## src/hw/rtl/console_monitor_output_tracker_core_macros.svh

```systemverilog
// Assertion macros shared by the console monitor output tracker RTL.
`ifndef CONSOLE_MONITOR_OUTPUT_TRACKER_CORE_MACROS_SVH
`define CONSOLE_MONITOR_OUTPUT_TRACKER_CORE_MACROS_SVH

// The consequent must hold in the same cycle as the antecedent.
`define CMOT_ASSERT_SAME(label, clk, rst_n, ante, cons) \
    label: assert property (@(posedge clk) disable iff (!rst_n) (ante) |-> (cons)) \
        else $error("cmot assertion failed");

// The consequent must hold in the cycle after the antecedent.
`define CMOT_ASSERT_NEXT(label, clk, rst_n, ante, cons) \
    label: assert property (@(posedge clk) disable iff (!rst_n) (ante) |=> (cons)) \
        else $error("cmot assertion failed");

`endif

```

## src/hw/rtl/cmot_pkg.sv

```systemverilog
// Shared types and constants of the console monitor output tracker.
package cmot_pkg;

    // Width of the prompt and idle tick counters.
    localparam int TIMER_BITS = 24;
    localparam int TIMEOUT_W  = 24;
    localparam int CFG_DATA_W = 24;
    localparam int CFG_IDX_W  = 2;
    localparam int ADDR_W     = 16;
    localparam int CMP_W      = (TIMER_BITS > TIMEOUT_W) ? TIMER_BITS : TIMEOUT_W;

    typedef logic [TIMER_BITS-1:0] timer_t;
    typedef logic [TIMEOUT_W-1:0]  timeout_t;
    typedef logic [CMP_W-1:0]      cmp_t;
    typedef logic [ADDR_W-1:0]     word_t;

    // Characters the console monitor echoes.
    localparam logic [7:0] CH_AT     = 8'h40;
    localparam logic [7:0] CH_DOLLAR = 8'h24;
    localparam logic [7:0] CH_SPACE  = 8'h20;
    localparam logic [7:0] CH_CR     = 8'h0D;
    localparam logic [7:0] CH_LF     = 8'h0A;
    localparam logic [7:0] CH_L      = 8'h4C;
    localparam logic [7:0] CH_E      = 8'h45;
    localparam logic [7:0] CH_D      = 8'h44;
    localparam logic [7:0] CH_S      = 8'h53;
    localparam logic [7:0] CH_ZERO   = 8'h30;
    localparam logic [7:0] CH_SEVEN  = 8'h37;

    // Step applied to the address on a repeated deposit.
    localparam word_t ADDR_STEP = word_t'(2);

    // Configuration register reset values.
    localparam logic [7:0] SYNC_CHAR_RST = 8'd46;
    localparam timeout_t PROMPT_TO_RST   = timeout_t'(1000);
    localparam timeout_t IDLE_TO_RST     = timeout_t'(100);

    typedef enum logic [1:0] {
        KIND_CHAR     = 2'd0,
        KIND_TICK     = 2'd1,
        KIND_CMD_SENT = 2'd2,
        KIND_RESTART  = 2'd3
    } kind_t;

    typedef enum logic [CFG_IDX_W-1:0] {
        CFG_SYNC_CHAR = 2'd0,
        CFG_PROMPT_TO = 2'd1,
        CFG_IDLE_TO   = 2'd2
    } cfg_idx_t;

    typedef enum logic [2:0] {
        CMD_NONE  = 3'd0,
        CMD_LOAD  = 3'd1,
        CMD_EXAM  = 3'd2,
        CMD_DEP   = 3'd3,
        CMD_START = 3'd4
    } cmd_t;

    typedef enum logic [7:0] {
        PH_START            = 8'b0000_0001,
        PH_WAIT_SYNC        = 8'b0000_0010,
        PH_WAIT_INIT_PROMPT = 8'b0000_0100,
        PH_WAIT_PROMPT      = 8'b0000_1000,
        PH_READY            = 8'b0001_0000,
        PH_WAIT_RESP        = 8'b0010_0000,
        PH_PARSE_ADDR       = 8'b0100_0000,
        PH_PARSE_VAL        = 8'b1000_0000
    } phase_t;

    // Configuration seen by the tracker.
    typedef struct packed {
        logic [7:0] sync_char;
        timeout_t   prompt_timeout;
        timeout_t   idle_timeout;
    } cfg_t;

    // One result transaction.
    typedef struct packed {
        logic       char_ok;
        logic       send_sync;
        logic       timed_out;
        logic       ready_res;
        logic [2:0] last_command;
        word_t      last_address;
        logic       address_known;
        word_t      last_value;
    } result_t;

endpackage

```

## src/hw/rtl/console_monitor_output_tracker_core.sv

```systemverilog
// Path: an accepted transaction is held in the input register, and its tracker update
// is then captured in the result register; a result register that is not drained holds it back.
// Throughput: one transaction per cycle while the result register drains, set by the single
// input register feeding the tracker update and the result register.
// Reset: rst_n is asynchronous and active low; it empties both registers, restores
// the configuration defaults and returns the tracker to its start phase.
module console_monitor_output_tracker_core (
    input  logic                             clk,
    input  logic                             rst_n,
    input  logic                             cfg_we,
    input  logic [cmot_pkg::CFG_IDX_W-1:0]   cfg_index,
    input  logic [cmot_pkg::CFG_DATA_W-1:0]  cfg_data,
    input  logic                             in_valid,
    output logic                             in_ready,
    input  logic [1:0]                       kind,
    input  logic [7:0]                       rx_char,
    output logic                             out_valid,
    input  logic                             out_ready,
    output logic                             char_ok,
    output logic                             send_sync,
    output logic                             timed_out,
    output logic                             ready_res,
    output logic [2:0]                       last_command,
    output logic [15:0]                      last_address,
    output logic                             address_known,
    output logic [15:0]                      last_value
);

`include "console_monitor_output_tracker_core_macros.svh"

    cmot_pkg::cfg_t    cfg;
    cmot_pkg::result_t result_comb;
    cmot_pkg::result_t result_reg;
    logic              in_vld_reg, in_vld_next;
    logic              out_vld_reg, out_vld_next;
    logic [1:0]        kind_reg;
    logic [7:0]        rx_char_reg;
    logic              in_accept;
    logic              advance;

    cmot_cfg_regs u_cfg_regs (
        .clk       (clk),
        .rst_n     (rst_n),
        .cfg_we    (cfg_we),
        .cfg_index (cfg_index),
        .cfg_data  (cfg_data),
        .cfg       (cfg)
    );

    cmot_tracker u_tracker (
        .clk     (clk),
        .rst_n   (rst_n),
        .item_en (advance),
        .kind    (kind_reg),
        .rx_char (rx_char_reg),
        .cfg     (cfg),
        .result  (result_comb)
    );

    // A held transaction moves on when the result register is free or drains.
    assign advance   = in_vld_reg && (!out_vld_reg || out_ready);
    assign in_ready  = !in_vld_reg || advance;
    assign in_accept = in_valid && in_ready;

    // Valid flags of the input and result registers.
    always_comb
    begin
        in_vld_next = in_vld_reg;
        if (in_accept)
        begin
            in_vld_next = 1'b1;
        end
        else if (advance)
        begin
            in_vld_next = 1'b0;
        end

        out_vld_next = out_vld_reg;
        if (advance)
        begin
            out_vld_next = 1'b1;
        end
        else if (out_ready)
        begin
            out_vld_next = 1'b0;
        end
    end

    always_ff @(posedge clk or negedge rst_n)
    begin
        if (!rst_n)
        begin
            in_vld_reg  <= 1'b0;
            out_vld_reg <= 1'b0;
        end
        else
        begin
            in_vld_reg  <= in_vld_next;
            out_vld_reg <= out_vld_next;
        end
    end

    // Payload registers.
    always_ff @(posedge clk)
    begin
        if (in_accept)
        begin
            kind_reg    <= kind;
            rx_char_reg <= rx_char;
        end
        if (advance)
        begin
            result_reg <= result_comb;
        end
    end

    assign out_valid     = out_vld_reg;
    assign char_ok       = result_reg.char_ok;
    assign send_sync     = result_reg.send_sync;
    assign timed_out     = result_reg.timed_out;
    assign ready_res     = result_reg.ready_res;
    assign last_command  = result_reg.last_command;
    assign last_address  = result_reg.last_address;
    assign address_known = result_reg.address_known;
    assign last_value    = result_reg.last_value;

    // Checks on the tracker and the register stage.
    `CMOT_ASSERT_SAME(a_ready_no_flags, clk, rst_n, out_vld_reg && result_reg.ready_res, !result_reg.send_sync && !result_reg.timed_out)
    `CMOT_ASSERT_SAME(a_char_no_flags, clk, rst_n, out_vld_reg && result_reg.char_ok, !result_reg.send_sync && !result_reg.timed_out)
    `CMOT_ASSERT_SAME(a_unknown_addr_zero, clk, rst_n, out_vld_reg && !result_reg.address_known, result_reg.last_address == '0)
    `CMOT_ASSERT_NEXT(a_advance_fills_out, clk, rst_n, advance, out_vld_reg)

endmodule

```

## src/hw/rtl/cmot_cfg_regs.sv

```systemverilog
// Configuration registers of the console monitor output tracker.
module cmot_cfg_regs (
    input  logic                             clk,
    input  logic                             rst_n,
    input  logic                             cfg_we,
    input  logic [cmot_pkg::CFG_IDX_W-1:0]   cfg_index,
    input  logic [cmot_pkg::CFG_DATA_W-1:0]  cfg_data,
    output cmot_pkg::cfg_t                   cfg
);

    cmot_pkg::cfg_t cfg_reg;
    cmot_pkg::cfg_t cfg_next;

    // Decode the register index; unused indexes write nothing.
    always_comb
    begin
        cfg_next = cfg_reg;
        if (cfg_we)
        begin
            unique case (cmot_pkg::cfg_idx_t'(cfg_index))
                cmot_pkg::CFG_SYNC_CHAR: cfg_next.sync_char = cfg_data[7:0];
                cmot_pkg::CFG_PROMPT_TO:
                    cfg_next.prompt_timeout = cfg_data[cmot_pkg::TIMEOUT_W-1:0];
                cmot_pkg::CFG_IDLE_TO:
                    cfg_next.idle_timeout = cfg_data[cmot_pkg::TIMEOUT_W-1:0];
                default: cfg_next = cfg_reg;
            endcase
        end
    end

    // Register storage with reset values.
    always_ff @(posedge clk or negedge rst_n)
    begin
        if (!rst_n)
        begin
            cfg_reg.sync_char      <= cmot_pkg::SYNC_CHAR_RST;
            cfg_reg.prompt_timeout <= cmot_pkg::PROMPT_TO_RST;
            cfg_reg.idle_timeout   <= cmot_pkg::IDLE_TO_RST;
        end
        else
        begin
            cfg_reg <= cfg_next;
        end
    end

    assign cfg = cfg_reg;

endmodule

```

## src/hw/rtl/cmot_tracker.sv

```systemverilog
// Console state, tick timers and per-transaction update logic.
module cmot_tracker (
    input  logic                 clk,
    input  logic                 rst_n,
    input  logic                 item_en,
    input  logic [1:0]           kind,
    input  logic [7:0]           rx_char,
    input  cmot_pkg::cfg_t       cfg,
    output cmot_pkg::result_t    result
);

    cmot_pkg::phase_t phase_reg, phase_next;
    cmot_pkg::cmd_t   cmd_reg, cmd_next;
    cmot_pkg::word_t  addr_reg, addr_next;
    logic             addr_vld_reg, addr_vld_next;
    cmot_pkg::word_t  value_reg, value_next;
    logic             digit_seen_reg, digit_seen_next;
    cmot_pkg::timer_t prompt_elapsed_reg, prompt_elapsed_next;
    logic             prompt_armed_reg, prompt_armed_next;
    cmot_pkg::timer_t idle_elapsed_reg, idle_elapsed_next;
    logic             idle_armed_reg, idle_armed_next;

    logic             is_digit;
    logic             is_space;
    logic             is_prompt;
    logic             char_ok;
    logic             send_sync;
    logic             timed_out;
    cmot_pkg::timer_t prompt_cnt;
    cmot_pkg::timer_t idle_cnt;

    // Character classes.
    assign is_digit  = (rx_char >= cmot_pkg::CH_ZERO) && (rx_char <= cmot_pkg::CH_SEVEN);
    assign is_space  = (rx_char == cmot_pkg::CH_SPACE) || (rx_char == cmot_pkg::CH_CR) ||
                       (rx_char == cmot_pkg::CH_LF);
    assign is_prompt = (rx_char == cmot_pkg::CH_AT) || (rx_char == cmot_pkg::CH_DOLLAR);

    // Saturating tick counts, used only on a tick.
    assign prompt_cnt = (prompt_armed_reg && (prompt_elapsed_reg != {cmot_pkg::TIMER_BITS{1'b1}}))
                      ? prompt_elapsed_reg + cmot_pkg::timer_t'(1) : prompt_elapsed_reg;
    assign idle_cnt   = (idle_armed_reg && (idle_elapsed_reg != {cmot_pkg::TIMER_BITS{1'b1}}))
                      ? idle_elapsed_reg + cmot_pkg::timer_t'(1) : idle_elapsed_reg;

    // The sync character is accepted only while synchronizing.
    assign char_ok = is_prompt || is_space || is_digit ||
                     (rx_char == cmot_pkg::CH_L) || (rx_char == cmot_pkg::CH_E) ||
                     (rx_char == cmot_pkg::CH_D) || (rx_char == cmot_pkg::CH_S) ||
                     ((rx_char == cfg.sync_char) &&
                      ((phase_reg == cmot_pkg::PH_WAIT_SYNC) ||
                       (phase_reg == cmot_pkg::PH_WAIT_INIT_PROMPT)));

    // Next-state logic for one transaction.
    always_comb
    begin
        phase_next          = phase_reg;
        cmd_next            = cmd_reg;
        addr_next           = addr_reg;
        addr_vld_next       = addr_vld_reg;
        value_next          = value_reg;
        digit_seen_next     = digit_seen_reg;
        prompt_elapsed_next = prompt_elapsed_reg;
        prompt_armed_next   = prompt_armed_reg;
        idle_elapsed_next   = idle_elapsed_reg;
        idle_armed_next     = idle_armed_reg;
        send_sync           = 1'b0;
        timed_out           = 1'b0;

        unique case (cmot_pkg::kind_t'(kind))
            cmot_pkg::KIND_CHAR:
            begin
                if (char_ok)
                begin
                    unique case (phase_reg)
                        cmot_pkg::PH_WAIT_SYNC:
                        begin
                            if (rx_char == cfg.sync_char)
                            begin
                                phase_next        = cmot_pkg::PH_WAIT_INIT_PROMPT;
                                idle_armed_next   = 1'b1;
                                idle_elapsed_next = '0;
                            end
                        end
                        cmot_pkg::PH_WAIT_INIT_PROMPT, cmot_pkg::PH_WAIT_PROMPT:
                        begin
                            if (phase_reg == cmot_pkg::PH_WAIT_INIT_PROMPT)
                            begin
                                idle_armed_next = 1'b0;
                            end
                            if (is_prompt)
                            begin
                                phase_next        = cmot_pkg::PH_READY;
                                prompt_armed_next = 1'b0;
                            end
                        end
                        cmot_pkg::PH_READY, cmot_pkg::PH_WAIT_RESP:
                        begin
                            // L, E and D echoes start parsing; S and others wait for a prompt.
                            priority if (rx_char == cmot_pkg::CH_L)
                            begin
                                cmd_next        = cmot_pkg::CMD_LOAD;
                                phase_next      = cmot_pkg::PH_PARSE_ADDR;
                                digit_seen_next = 1'b0;
                                addr_next       = '0;
                                addr_vld_next   = 1'b1;
                                value_next      = '0;
                            end
                            else if (rx_char == cmot_pkg::CH_E)
                            begin
                                cmd_next        = cmot_pkg::CMD_EXAM;
                                phase_next      = cmot_pkg::PH_PARSE_ADDR;
                                digit_seen_next = 1'b0;
                                addr_next       = '0;
                                addr_vld_next   = 1'b1;
                            end
                            else if (rx_char == cmot_pkg::CH_D)
                            begin
                                if ((cmd_reg == cmot_pkg::CMD_DEP) && addr_vld_reg)
                                begin
                                    addr_next = addr_reg + cmot_pkg::ADDR_STEP;
                                end
                                cmd_next        = cmot_pkg::CMD_DEP;
                                phase_next      = cmot_pkg::PH_PARSE_VAL;
                                digit_seen_next = 1'b0;
                                value_next      = '0;
                            end
                            else if (rx_char == cmot_pkg::CH_S)
                            begin
                                cmd_next      = cmot_pkg::CMD_START;
                                phase_next    = cmot_pkg::PH_WAIT_PROMPT;
                                addr_next     = '0;
                                addr_vld_next = 1'b0;
                                value_next    = '0;
                            end
                            else
                            begin
                                cmd_next   = cmot_pkg::CMD_NONE;
                                phase_next = cmot_pkg::PH_WAIT_PROMPT;
                            end
                            prompt_armed_next   = 1'b1;
                            prompt_elapsed_next = '0;
                        end
                        cmot_pkg::PH_PARSE_ADDR:
                        begin
                            priority if (is_digit)
                            begin
                                addr_next       = {addr_reg[cmot_pkg::ADDR_W-4:0], rx_char[2:0]};
                                addr_vld_next   = 1'b1;
                                digit_seen_next = 1'b1;
                            end
                            else if (is_space)
                            begin
                                if (digit_seen_reg)
                                begin
                                    if (cmd_reg == cmot_pkg::CMD_EXAM)
                                    begin
                                        phase_next = cmot_pkg::PH_PARSE_VAL;
                                        value_next = '0;
                                    end
                                    else
                                    begin
                                        phase_next = cmot_pkg::PH_WAIT_PROMPT;
                                    end
                                end
                            end
                            else
                            begin
                                phase_next    = cmot_pkg::PH_WAIT_PROMPT;
                                addr_next     = '0;
                                addr_vld_next = 1'b0;
                            end
                        end
                        cmot_pkg::PH_PARSE_VAL:
                        begin
                            priority if (is_digit)
                            begin
                                value_next      = {value_reg[cmot_pkg::ADDR_W-4:0], rx_char[2:0]};
                                digit_seen_next = 1'b1;
                            end
                            else if (is_space)
                            begin
                                if (digit_seen_reg)
                                begin
                                    phase_next = cmot_pkg::PH_WAIT_PROMPT;
                                end
                            end
                            else
                            begin
                                phase_next = cmot_pkg::PH_WAIT_PROMPT;
                            end
                        end
                        default:
                        begin
                            // Characters in the start phase change nothing.
                            phase_next = phase_reg;
                        end
                    endcase
                end
            end
            cmot_pkg::KIND_TICK:
            begin
                prompt_elapsed_next = prompt_cnt;
                idle_elapsed_next   = idle_cnt;
                if (phase_reg == cmot_pkg::PH_START)
                begin
                    send_sync           = 1'b1;
                    phase_next          = cmot_pkg::PH_WAIT_SYNC;
                    prompt_armed_next   = 1'b1;
                    prompt_elapsed_next = '0;
                end
                else if (phase_reg != cmot_pkg::PH_READY)
                begin
                    // The idle timeout asks for sync again and restarts its count.
                    if ((phase_reg == cmot_pkg::PH_WAIT_INIT_PROMPT) && idle_armed_reg &&
                        (cmot_pkg::cmp_t'(idle_cnt) >= cmot_pkg::cmp_t'(cfg.idle_timeout)))
                    begin
                        send_sync         = 1'b1;
                        idle_elapsed_next = '0;
                    end
                    if (prompt_armed_reg &&
                        (cmot_pkg::cmp_t'(prompt_cnt) >= cmot_pkg::cmp_t'(cfg.prompt_timeout)))
                    begin
                        timed_out = 1'b1;
                    end
                end
            end
            cmot_pkg::KIND_CMD_SENT:
            begin
                if (phase_reg == cmot_pkg::PH_READY)
                begin
                    phase_next = cmot_pkg::PH_WAIT_RESP;
                end
            end
            default:
            begin
                // Restart clears everything but the digit flag.
                phase_next          = cmot_pkg::PH_START;
                cmd_next            = cmot_pkg::CMD_NONE;
                addr_next           = '0;
                addr_vld_next       = 1'b0;
                value_next          = '0;
                prompt_elapsed_next = '0;
                prompt_armed_next   = 1'b0;
                idle_elapsed_next   = '0;
                idle_armed_next     = 1'b0;
            end
        endcase
    end

    // Result fields reflect the state after the update.
    always_comb
    begin
        result.char_ok       = (kind == cmot_pkg::KIND_CHAR) && char_ok;
        result.send_sync     = send_sync;
        result.timed_out     = timed_out;
        result.ready_res     = (phase_next == cmot_pkg::PH_READY);
        result.last_command  = cmd_next;
        result.last_address  = addr_vld_next ? addr_next : '0;
        result.address_known = addr_vld_next;
        result.last_value    = value_next;
    end

    // State registers advance once per processed transaction.
    always_ff @(posedge clk or negedge rst_n)
    begin
        if (!rst_n)
        begin
            phase_reg          <= cmot_pkg::PH_START;
            cmd_reg            <= cmot_pkg::CMD_NONE;
            addr_reg           <= '0;
            addr_vld_reg       <= 1'b0;
            value_reg          <= '0;
            digit_seen_reg     <= 1'b0;
            prompt_elapsed_reg <= '0;
            prompt_armed_reg   <= 1'b0;
            idle_elapsed_reg   <= '0;
            idle_armed_reg     <= 1'b0;
        end
        else if (item_en)
        begin
            phase_reg          <= phase_next;
            cmd_reg            <= cmd_next;
            addr_reg           <= addr_next;
            addr_vld_reg       <= addr_vld_next;
            value_reg          <= value_next;
            digit_seen_reg     <= digit_seen_next;
            prompt_elapsed_reg <= prompt_elapsed_next;
            prompt_armed_reg   <= prompt_armed_next;
            idle_elapsed_reg   <= idle_elapsed_next;
            idle_armed_reg     <= idle_armed_next;
        end
    end

endmodule
```

## config.mk

```make
export PLATFORM = sky130hd
export DESIGN_NAME = console_monitor_output_tracker_core
export DESIGN_NICKNAME = d
export VERILOG_FILES = /design/src/hw/rtl/cmot_pkg.sv /design/src/hw/rtl/console_monitor_output_tracker_core.sv /design/src/hw/rtl/cmot_cfg_regs.sv /design/src/hw/rtl/cmot_tracker.sv
export VERILOG_INCLUDE_DIRS = /design/src /design/src/hw/rtl
export SDC_FILE = /design/constraint.sdc
export NUM_CORES = 1
export LEC_CHECK = 0
export ABC_AREA = 1
export BUFFER_PORTS_ARGS = -buffer_cell sky130_fd_sc_hd__buf_2
export CORE_ASPECT_RATIO = 0.7
export CORE_MARGIN = 2
export CORE_UTILIZATION = 40
export CTS_BUF_LIST = sky130_fd_sc_hd__clkbuf_8
export DETAILED_ROUTE_END_ITERATION = 6
export GPL_ROUTABILITY_DRIVEN = 0
export GPL_TIMING_DRIVEN = 0
export PLACE_DENSITY = 0.66
export SLEW_MARGIN = 15
export SYNTH_ARGS = -nofsm -noshare
export SYNTH_HDL_FRONTEND = slang
export SYNTH_HIERARCHICAL = 1
export SYNTH_SLANG_ARGS = --single-unit
```

## constraint.sdc

```tcl
create_clock -name clk -period 4.3 [get_ports clk]
set_clock_uncertainty 0.15 [all_clocks]
set_input_delay 0.215 -clock clk [delete_from_list [all_inputs] [get_ports clk]]
set_output_delay 0.215 -clock clk [all_outputs]
set_load 0.02 [all_outputs]
```

==> flow_summary.toml, run 1 <==
[synthesis]
syn-instance-count = 1959
synth_top_flop_cell = "dfrtp_1"
syn-cell-area_um2 = 14100
async_reset_ff_share_pct = 75.4
ys_warn_count = 6
postSynthAreaPerCell_um2 = 7.17
ys_ff_latch = 203
yosys.area.top_type_share_pct = 24.7
synth_nets = 2055
synthTopCellsByArea = "dfrtp_1 25%, nand2_1 16%, edfxtp_1 11%"
yosysUniqueCellTypes = 53
synth.largest_area_cell = "dfrtp_1"
ys_seq_area_share_pct = 38.0
synth-edff-count = 50

[final_layout]
area_growth_pct = 17.2
layout-drive-gt1-share_pct = 13.1
nets = 2226
diodes = 0
multiInputGateArea_um2 = 7340
n_fill_cell = 3522
largest_reg_flops = 56
ff_latch_area_um2 = 5350

[clock_network]
cts_root_buf = "clkbuf_8"
cts_made_buffers = 36
cts_tree = "done"
path_clk_slew_ns = 0.08
htree_levels = 2
cts_sinks = 203
insertion_delay_ns = 0.56
clockBufferDepth = 3

[die]
dieArea_um2 = 36700
num_rows = 57
io_pins = 83
start_util_pct = 40.5
core-area_um2 = 34700
die_h_um = 161
die_w_um = 228

[setup_path]
worstPathArrival_ns = 4.19
reg2regPathDepth = 20
critPathLaunch = "u_tracker/idle_elapsed_reg[0]$_DFFE_PN0P_"
crit_path_max_incr_delay_ns = 0.44
worstPathRequired_ns = 4.45
cp_max_fo = 10
path_class = "flop to flop"
reg2reg_from = "u_tracker/idle_elapsed_reg[0]$_DFFE_PN0P_"
crit_top_cell = "inv_1"
start_kind = "flop"
path_cells = "ha_2, inv_1, nor4_4, nand3_1, nand2_4, inv_2, or2_2, o21ai_2, inv_1, ha_1, nand2_1, inv_1, o21bai_1, a21oi_1, a2111oi_2, nand4_1, nand2_2, clkbuf_8, a21oi_2, buf_4"
cp_slowest_cell = "dfrtp_2"
worst_setup_path_end_kind = "flop"

[sta]
drv_slew = 0
setup_viol = 0
relSlewSlack_pct = 43.8
hold_violations = 0
fin_worst_hold_slack_ns = 0.0791
fmax_ghz = 0.248
period_share_pct = 93.9
worst_slack_ns = 0.264
finalCriticalPeriod_ns = 4.04
worst_pin_slew_ns = 0.843

[run_status]
status = "finished, final reports clean"

[routing]
routed_wl_um = 43800
first_pass_iters = 6
routed.top_layer = "met4"
drc_errors = 0
met3_wirelength_um = 4580
wl_met1_um = 20700
drt_iter0_markers = 1514
avgRoutedWirePerCell_um = 16.7
routed_via_density = 5.36
drtAntennaViolNets = 0
via_count = 14100
dr_wl_met2_um = 17500

[global_route]
grt_pass1_vias = 13500
grt_pass1_wl_um = 71700
grt_util_all_layers_pct = 24.1
grt_antenna_before_repair = 0
grt_max_degree = 81
overflow = 0

[power]
power-per-cell-area_nw_per_um2 = 317
irDropWorstVdd_mv = 0.167
p_leak_nw = 7.77

[run]
cap_violations = 0

[worst_hold_path]
hold_class = "input port to asynchronous set/reset pin"

[place]
dp_hpwl_um = 31900
port_buffers = 80
place_ws_ns = -0.942
[per-layer routing]
layer  GRT usage, %  vias to the layer above
li1               -                     6781
met1           36.3                     6525
met2           33.9                      691
met3           5.91                       93
met4           7.07                        0
met5              0                        -
[logic make-up (layout without fill, tap and decap cells)]
group           Yosys count  in the layout  synth area share, %
compound gates          274            274                 11.6
xor+xnor                 49             49                 3.05
fa+ha+maj                55             55                 4.90
buf+inv                 353            551                 10.2
flops                   203            203                 38.0
simple gates           1025           1025                 32.3
[placed cells by master, fill, tap and decap left out, drive strengths merged, types with 3 or more instances in the layout]
cell type	instances
nand2	611
inv	269
nor2	164
dfrtp	139
buf	130
o21ai	123
nand3	95
nand4	91
clkbuf	88
o211ai	60
ha	55
a21oi	52
edfxtp	50
dlygate4sd3	48
xor2	39
nor3	38
o22ai	21
nor4	15
dfstp	14
clkinv	12
xnor2	10
nand3b	5
or2	5
o21bai	3
[through the flow]
step | setup TNS [ns] | cells | utilization [%] | total power, mW | cell area [um^2]
after detailed placement | -10.58 | 2514 | 43.7 | 3.25 | 15100
after global routing | -0.103 | 2629 | 47.5 | 5.53 | 16500
final | 0 | 2629 | 47.5 | 5.22 | 16500
after CTS | 0 | 2627 | 47.4 | 5.25 | 16400
after floorplan | 0 | 1959 | - | 2.90 | 14100
after global placement | -182.38 | 2511 | 43.4 | 3.20 | 15000
[layout make-up]
| cell class | instances | share of cell area, % |
|---|---|---|
| timing repair buffer | 133 | 6.00 |
| sequential | 203 | 32.5 |
| inverter | 265 | 6.07 |
| clock buffer | 45 | 3.76 |
| tap | 472 | 3.59 |
| buffer | 88 | 2.67 |
| multi-input combinational | 1403 | 44.6 |
| clock inverter | 20 | 0.851 |
[cell usage after synthesis (6+ instances only)]
library cell  instances
nand2_1             595
inv_1               250
dfrtp_1             139
nor2_1              136
o21ai_0             113
nand4_1              90
nand3_1              88
o211ai_1             59
ha_1                 55
a21oi_1              52
edfxtp_1             50
clkbuf_1             43
xor2_1               39
nor3_1               37
buf_2                31
nor2_2               22
o22ai_1              19
nor4_1               15
dfstp_2              14
nand2_2              12
inv_2                11
xnor2_1              10
o21ai_1               8
buf_4                 6
nand3_2               6
[worst paths after layout]
kind | end | slack, ns
min | u_tracker/cmd_reg[1]$_DFFE_PN0P_ | 0.08
max in group asynchronous | u_cfg_regs/cfg[5]$_DFFE_PN1P_ | 3.04
min reg2reg | u_cfg_regs/cfg[29]$_DFFE_PN1P_ | 0.31
max reg2reg | send_sync$_DFFE_PP_ | 0.26
min in group clk | rx_char_reg[7]$_DFFE_PP_ | 0.24
max | send_sync$_DFFE_PP_ | 0.26
[critical path, delay by kind of cell, from the launching register on]
| kind | cells | cell delay, ns |
|---|---|---|
| flops | 1 | 0.44 |
| buf+inv | 6 | 0.63 |
| simple gates | 7 | 1.27 |
| compound gates | 5 | 0.73 |
| fa+ha+maj | 2 | 0.54 |
[report_power, final]
group          leakage (nW)  total (mW)  internal (mW)  switching [mW]
Sequential             2.50        2.25           2.14           0.108
Combinational          4.86        1.05          0.360           0.690
Clock                 0.409        1.92           1.07           0.855
[timing repair]
action,CTS,global route
setup buffers,0,2
cloned,0,0
hold buffers,48,0
endpoints found under the hold margin,143,0
pin swaps,0,0
gates resized for setup,10,13
endpoints found under the setup margin,24,20
No activity file was read; power rests on OpenSTA's default activity.
==> run 2: changes to the inputs <==
--- a/config.mk
+++ b/config.mk
@@ -7,15 +7,15 @@
 export NUM_CORES = 1
 export LEC_CHECK = 0
 export ABC_AREA = 1
-export BUFFER_PORTS_ARGS = -buffer_cell sky130_fd_sc_hd__buf_2
 export CORE_ASPECT_RATIO = 0.7
 export CORE_MARGIN = 2
 export CORE_UTILIZATION = 40
 export CTS_BUF_LIST = sky130_fd_sc_hd__clkbuf_8
 export DETAILED_ROUTE_END_ITERATION = 6
+export DONT_BUFFER_PORTS = 1
 export GPL_ROUTABILITY_DRIVEN = 0
 export GPL_TIMING_DRIVEN = 0
-export PLACE_DENSITY = 0.66
+export PLACE_DENSITY = 0.64
 export SLEW_MARGIN = 15
 export SYNTH_ARGS = -nofsm -noshare
 export SYNTH_HDL_FRONTEND = slang
==> constraint.sdc (replaced) <==
create_clock -name clk -period 3.7 [get_ports clk]
set_clock_uncertainty 0.15 [all_clocks]
set_input_delay 0.185 -clock clk [delete_from_list [all_inputs] [get_ports clk]]
set_output_delay 0.185 -clock clk [all_outputs]
set_load 0.02 [all_outputs]
==> run 2 against run 1 <==
Net effect: the run now ends with hold timing left; critical path type unchanged; critical endpoint is now timed_out$_DFFE_PP_; fmax up 13%; clock power rose by 21%; power rose by 20%; sequential share of layout area down 0.59 points; highest routed layer unchanged.
==> flow_summary.toml, run 2 (synthesized netlist as in run 1, its figures left out) <==
[setup_path]
cp_max_fo = 10
timing.rr.end = "timed_out$_DFFE_PP_"
worstPathArrival_ns = 3.74
critPathLaunch = "u_tracker/prompt_elapsed_reg[0]$_DFFE_PN0P_"
start_kind = "flop"
worstPathRequired_ns = 3.86
path_class = "flop to flop"
reg2reg_from = "u_tracker/prompt_elapsed_reg[0]$_DFFE_PN0P_"
reg2regPathDepth = 22
endpoint = "timed_out$_DFFE_PP_"
worst_setup_path_end_kind = "flop"
reg2reg_slack_ns = 0.13

[final_layout]
nets = 2175
final_cell_mix = "581 x nand2_1, 248 x inv_1, 133 x dfrtp_1"
layout-drive-gt1-share_pct = 14.8
largest_reg_flops = 56
diodes = 0
area_growth_pct = 19.5
n_fill_cell = 3423
final_common_cell = "nand2_1"
final_core_util_pct = 48.4

[global_route]
overflow = 0
grtUsageMet1_pct = 36.1
grt_pass1_vias = 13100
use_met2_pct = 34.5
grt_util_met3_pct = 5.49
grt_max_degree = 154
grt_antenna_before_repair = 0
grt_pass1_wl_um = 71400
grt_util_all_layers_pct = 24.0
grt_busiest_layer = "met1"

[routing]
routed_wl_um = 45000
routed_via_density = 5.43
drc_errors = 0
avgRoutedWirePerCell_um = 17.5
drt_iter0_markers = 1401
first_pass_iters = 5
via_count = 14000
drtAntennaViolNets = 0

[die]
num_rows = 57
core-area_um2 = 34700
dieArea_um2 = 36700
io_pins = 83
die_h_um = 161
start_util_pct = 40.5
die_w_um = 228

[sta]
fin_worst_hold_slack_ns = -0.842
relSlewSlack_pct = 45.4
hold_violations = 153
fmax_ghz = 0.280
period_share_pct = 96.6
setup_viol = 0
worst_pin_slew_ns = 0.818
finalCriticalPeriod_ns = 3.57
drv_slew = 0

[clock_network]
clockBufferDepth = 3
htree_levels = 2
cts_made_buffers = 37
cts_tree = "done"
insertion_delay_ns = 0.57
path_clk_slew_ns = 0.07
cts_root_buf = "clkbuf_8"
ctsHoldBuffers = 48
cts_sinks = 203

[place]
dp_hpwl_um = 31700
port_buffers = 0

[run_status]
status = "finished with violations"
violations = "hold timing"

[worst_hold_path]
hold_class = "input port to asynchronous set/reset pin"

[run]
cap_violations = 0

[power]
total_power_mw = 6.28
power-per-cell-area_nw_per_um2 = 374
irDropWorstVdd_mv = 0.258
p_leak_nw = 7.70
-- run 2: cell type report --
class | instances | area, um^2 | area share [%]
multi-input combinational | 1403 | 7810 | 46.5
sequential | 203 | 5360 | 31.9
inverter | 265 | 1000 | 5.97
timing repair buffer | 83 | 787 | 4.69
clock buffer | 44 | 606 | 3.61
tap | 472 | 591 | 3.52
buffer | 86 | 463 | 2.76
clock inverter | 23 | 181 | 1.08
-- run 2: repair_timing --
item / CTS / global route
setup buffers: 19 / 14
setup endpoints to repair: 26 / 26
gates resized for setup: 39 / 94
pin swaps: 11 / 31
hold endpoints to repair: 246 / 153
-- run 2: how the worst min path moves through the flow --
stage | from | to | slack [ns] | cells after the start
2_1_floorplan | rst_n | in_vld_reg$_DFFE_PN0P_ | -0.26 | 0
6_report | rst_n | u_tracker/addr_vld_reg$_DFFE_PN0P_ | -0.84 | 0
4_1_cts | rst_n | u_tracker/addr_reg[14]$_DFFE_PN0P_ | -0.87 | 0
3_3_place_gp | rst_n | u_tracker/value_reg[9]$_DFFE_PN0P_ | -0.26 | 0
5_1_grt | rst_n | u_tracker/cmd_reg[1]$_DFFE_PN0P_ | -0.86 | 0
3_5_place_dp | rst_n | u_tracker/value_reg[9]$_DFFE_PN0P_ | -0.26 | 0
-- run 2: through the flow --
stage | std cells | cell area (um^2) | setup WS, ns | TNS, ns
after CTS | 2566 | 16300 | 0.00000222 | 0
final | 2579 | 16800 | 0.126 | 0
after floorplan | 1959 | 14100 | 0.0334 | 0
after global routing | 2579 | 16800 | -0.0388 | -0.131
after global placement | 2431 | 14700 | -1.16 | -70.43
after detailed placement | 2433 | 14700 | -1.12 | -19.38
-- run 2: worst max-delay path, cell delays in order, from the launching register on --
cell	delay, ns
dfrtp_1	0.37
ha_1	0.16
inv_1	0.07
nor3_4	0.18
nand2_1	0.13
nor2_2	0.16
nand2_1	0.11
nand2_4	0.14
inv_1	0.10
buf_2	0.20
nand2_1	0.12
xor2_2	0.17
inv_1	0.07
ha_1	0.29
a21oi_1	0.14
o21ai_0	0.09
nand2_1	0.06
nand3_1	0.09
nand4_1	0.09
nand4_1	0.14
nand4_1	0.12
inv_1	0.04
buf_4	0.12
-- run 2: report_power, final --
part / switching [mW] / internal [mW]
registers: 0.168 / 2.49
clock network: 1.03 / 1.30
logic: 0.810 / 0.488
-- run 2: routing by layer --
metal	part of all wire, %	vias up
li1	-	6684
met1	47	6557
met2	41	671
met3	9.5	103
met4	2.4	0
met5	0	-
==> run 3: changes to the inputs <==
--- a/config.mk
+++ b/config.mk
@@ -7,7 +7,7 @@
 export NUM_CORES = 1
 export LEC_CHECK = 0
 export ABC_AREA = 1
-export CORE_ASPECT_RATIO = 0.7
+export CORE_ASPECT_RATIO = 1.75
 export CORE_MARGIN = 2
 export CORE_UTILIZATION = 40
 export CTS_BUF_LIST = sky130_fd_sc_hd__clkbuf_8
==> run 3 against run 2 <==
Net effect: the run ends with DRC, hold timing left; first-iteration DRC count down 25%; critical path depth down 3; register-to-register slack worse by 0.10 ns; sequential share of layout area about the same; non-clock buffer count up 21; power down 4.3%; highest routed layer unchanged.
==> flow_summary.toml, run 3 (synthesized netlist as in run 1, its figures left out) <==
[global_route]
grt_pass1_wl_um = 73200
grt_max_degree = 154
overflow = 0
grt_util_all_layers_pct = 24.9
grt_antenna_before_repair = 1
grt_pass1_vias = 14300

[final_layout]
final_area_um2 = 16800
final_core_util_pct = 48.6
largest_reg_flops = 56
n_fill_cell = 3432
nets = 2193
area_growth_pct = 19.5
final_common_cell = "nand2_1"
layout-drive-gt1-share_pct = 13.7
fin_cells = 2583
final_cell_mix = "580 x nand2_1, 252 x inv_1, 131 x dfrtp_1"

[place]
place_area_um2 = 14700
port_buffers = 0
place_ws_ns = -1.41
dp_hpwl_um = 33100
place_inst = 2421

[die]
io_pins = 83
die_h_um = 252
num_rows = 90
core-area_um2 = 34600
die_w_um = 146
start_util_pct = 40.7
dieArea_um2 = 36700

[sta]
worst_slack_ns = 0.0248
worst_pin_slew_ns = 0.878
rsz0062_at_grt = "yes"
period_share_pct = 99.3
drv_slew = 0
relSlewSlack_pct = 41.5
setup_viol = 0
fin_worst_hold_slack_ns = -0.819
setup_tns_ns = 0
hold_violations = 153
finalCriticalPeriod_ns = 3.68
fmax_ghz = 0.272

[setup_path]
path_class = "flop to flop"
worst_setup_path_end_kind = "flop"
worstPathArrival_ns = 3.94
worstPathRequired_ns = 3.97
start_kind = "flop"
cp_max_fo = 4
reg2reg_from = "u_tracker/idle_elapsed_reg[2]$_DFFE_PN0P_"
critPathLaunch = "u_tracker/idle_elapsed_reg[2]$_DFFE_PN0P_"

[run_status]
status = "finished with violations"
violations = "DRC, hold timing"

[clock_network]
path_clk_slew_ns = 0.06
htree_levels = 2
ctsHoldBuffers = 69
cts_root_buf = "clkbuf_8"
cts_made_buffers = 34
cts_tree = "done"
cts_sinks = 203
clockBufferDepth = 3
insertion_delay_ns = 0.56

[worst_hold_path]
hold_class = "input port to asynchronous set/reset pin"

[power]
total_power_mw = 6.01
power-per-cell-area_nw_per_um2 = 358
irDropWorstVdd_mv = 0.321
p_leak_nw = 7.73

[routing]
avgRoutedWirePerCell_um = 17.9
first_pass_iters = 7
drtAntennaViolNets = 0
routed_wl_um = 46300
drt_iter0_markers = 1049
drc_errors = 1
via_count = 14300
routed_via_density = 5.52

[run]
cap_violations = 0
run 3: cell count changes in the layout (fill, tap and decap cells not counted), sizes merged:
cell	previous run	this run
bufinv	3	1
diode	0	2
dlygate4sd3	48	69
buf	81	82
inv	268	270
clkinv	16	9
clkbuf	84	83
run 3: layer usage:
layer,global-route usage (%),part of all wire [%]
met1,24.8,34
met2,47.7,54
met3,3.38,4.9
met4,16.5,7.5
met5,0,0
run 3: layout make-up:
class	instances	area, um^2	share of cell area, %
multi-input cells	1403	7700	45.8
flip-flops and latches	203	5360	31.9
repair buffers	104	1000	5.98
inverters	265	1000	5.97
clock buffers	44	606	3.61
well taps	460	576	3.43
plain buffers	86	455	2.71
clock inverters	16	92.6	0.551
diodes	2	5.00	0.0298
run 3: critical path: stages (launching register included):
cell and delay (ns):
dfrtp_1 0.43, nand2_2 0.14, nor2_2 0.14, inv_2 0.06, nor4_4 0.23, nand4_1 0.16, nor2_2 0.19, nand2_2 0.09
xor2_2 0.23, inv_1 0.10, ha_1 0.29, nand4_1 0.12, buf_4 0.17, nor3_4 0.27, nand4_1 0.13, nand4_1 0.13
nand2_2 0.10, buf_8 0.16, a21oi_4 0.12, buf_4 0.12
run 3: final timing paths:
check,endpoint,slack (ns),cells past startpoint
worst max-delay path,send_sync$_DFFE_PP_,0.02,19
worst min-delay path,u_tracker/prompt_elapsed_reg[6]$_DFFE_PN0P_,-0.82,0
worst max register to register,send_sync$_DFFE_PP_,0.02,19
worst min register to register,u_cfg_regs/cfg[29]$_DFFE_PN1P_,0.31,2
max in group asynchronous,u_cfg_regs/cfg[5]$_DFFE_PN1P_,3.91,0
min in group clk,rx_char_reg[2]$_DFFE_PP_,0.15,1
run 3: repair_timing:
| item | 4_1_cts | 5_1_grt |
|---|---|---|
| endpoints found under the hold margin | 236 | 153 |
| resized for setup | 51 | 70 |
| setup buffers | 19 | 14 |
| pin swaps | 15 | 31 |
| endpoints found under the setup margin | 26 | 26 |
run 3: report_power, final:
part | internal, mW | switching [mW] | leakage [nW]
combinational | 0.478 | 0.786 | 4.86
sequential | 2.49 | 0.166 | 2.49
clock | 1.13 | 0.956 | 0.384
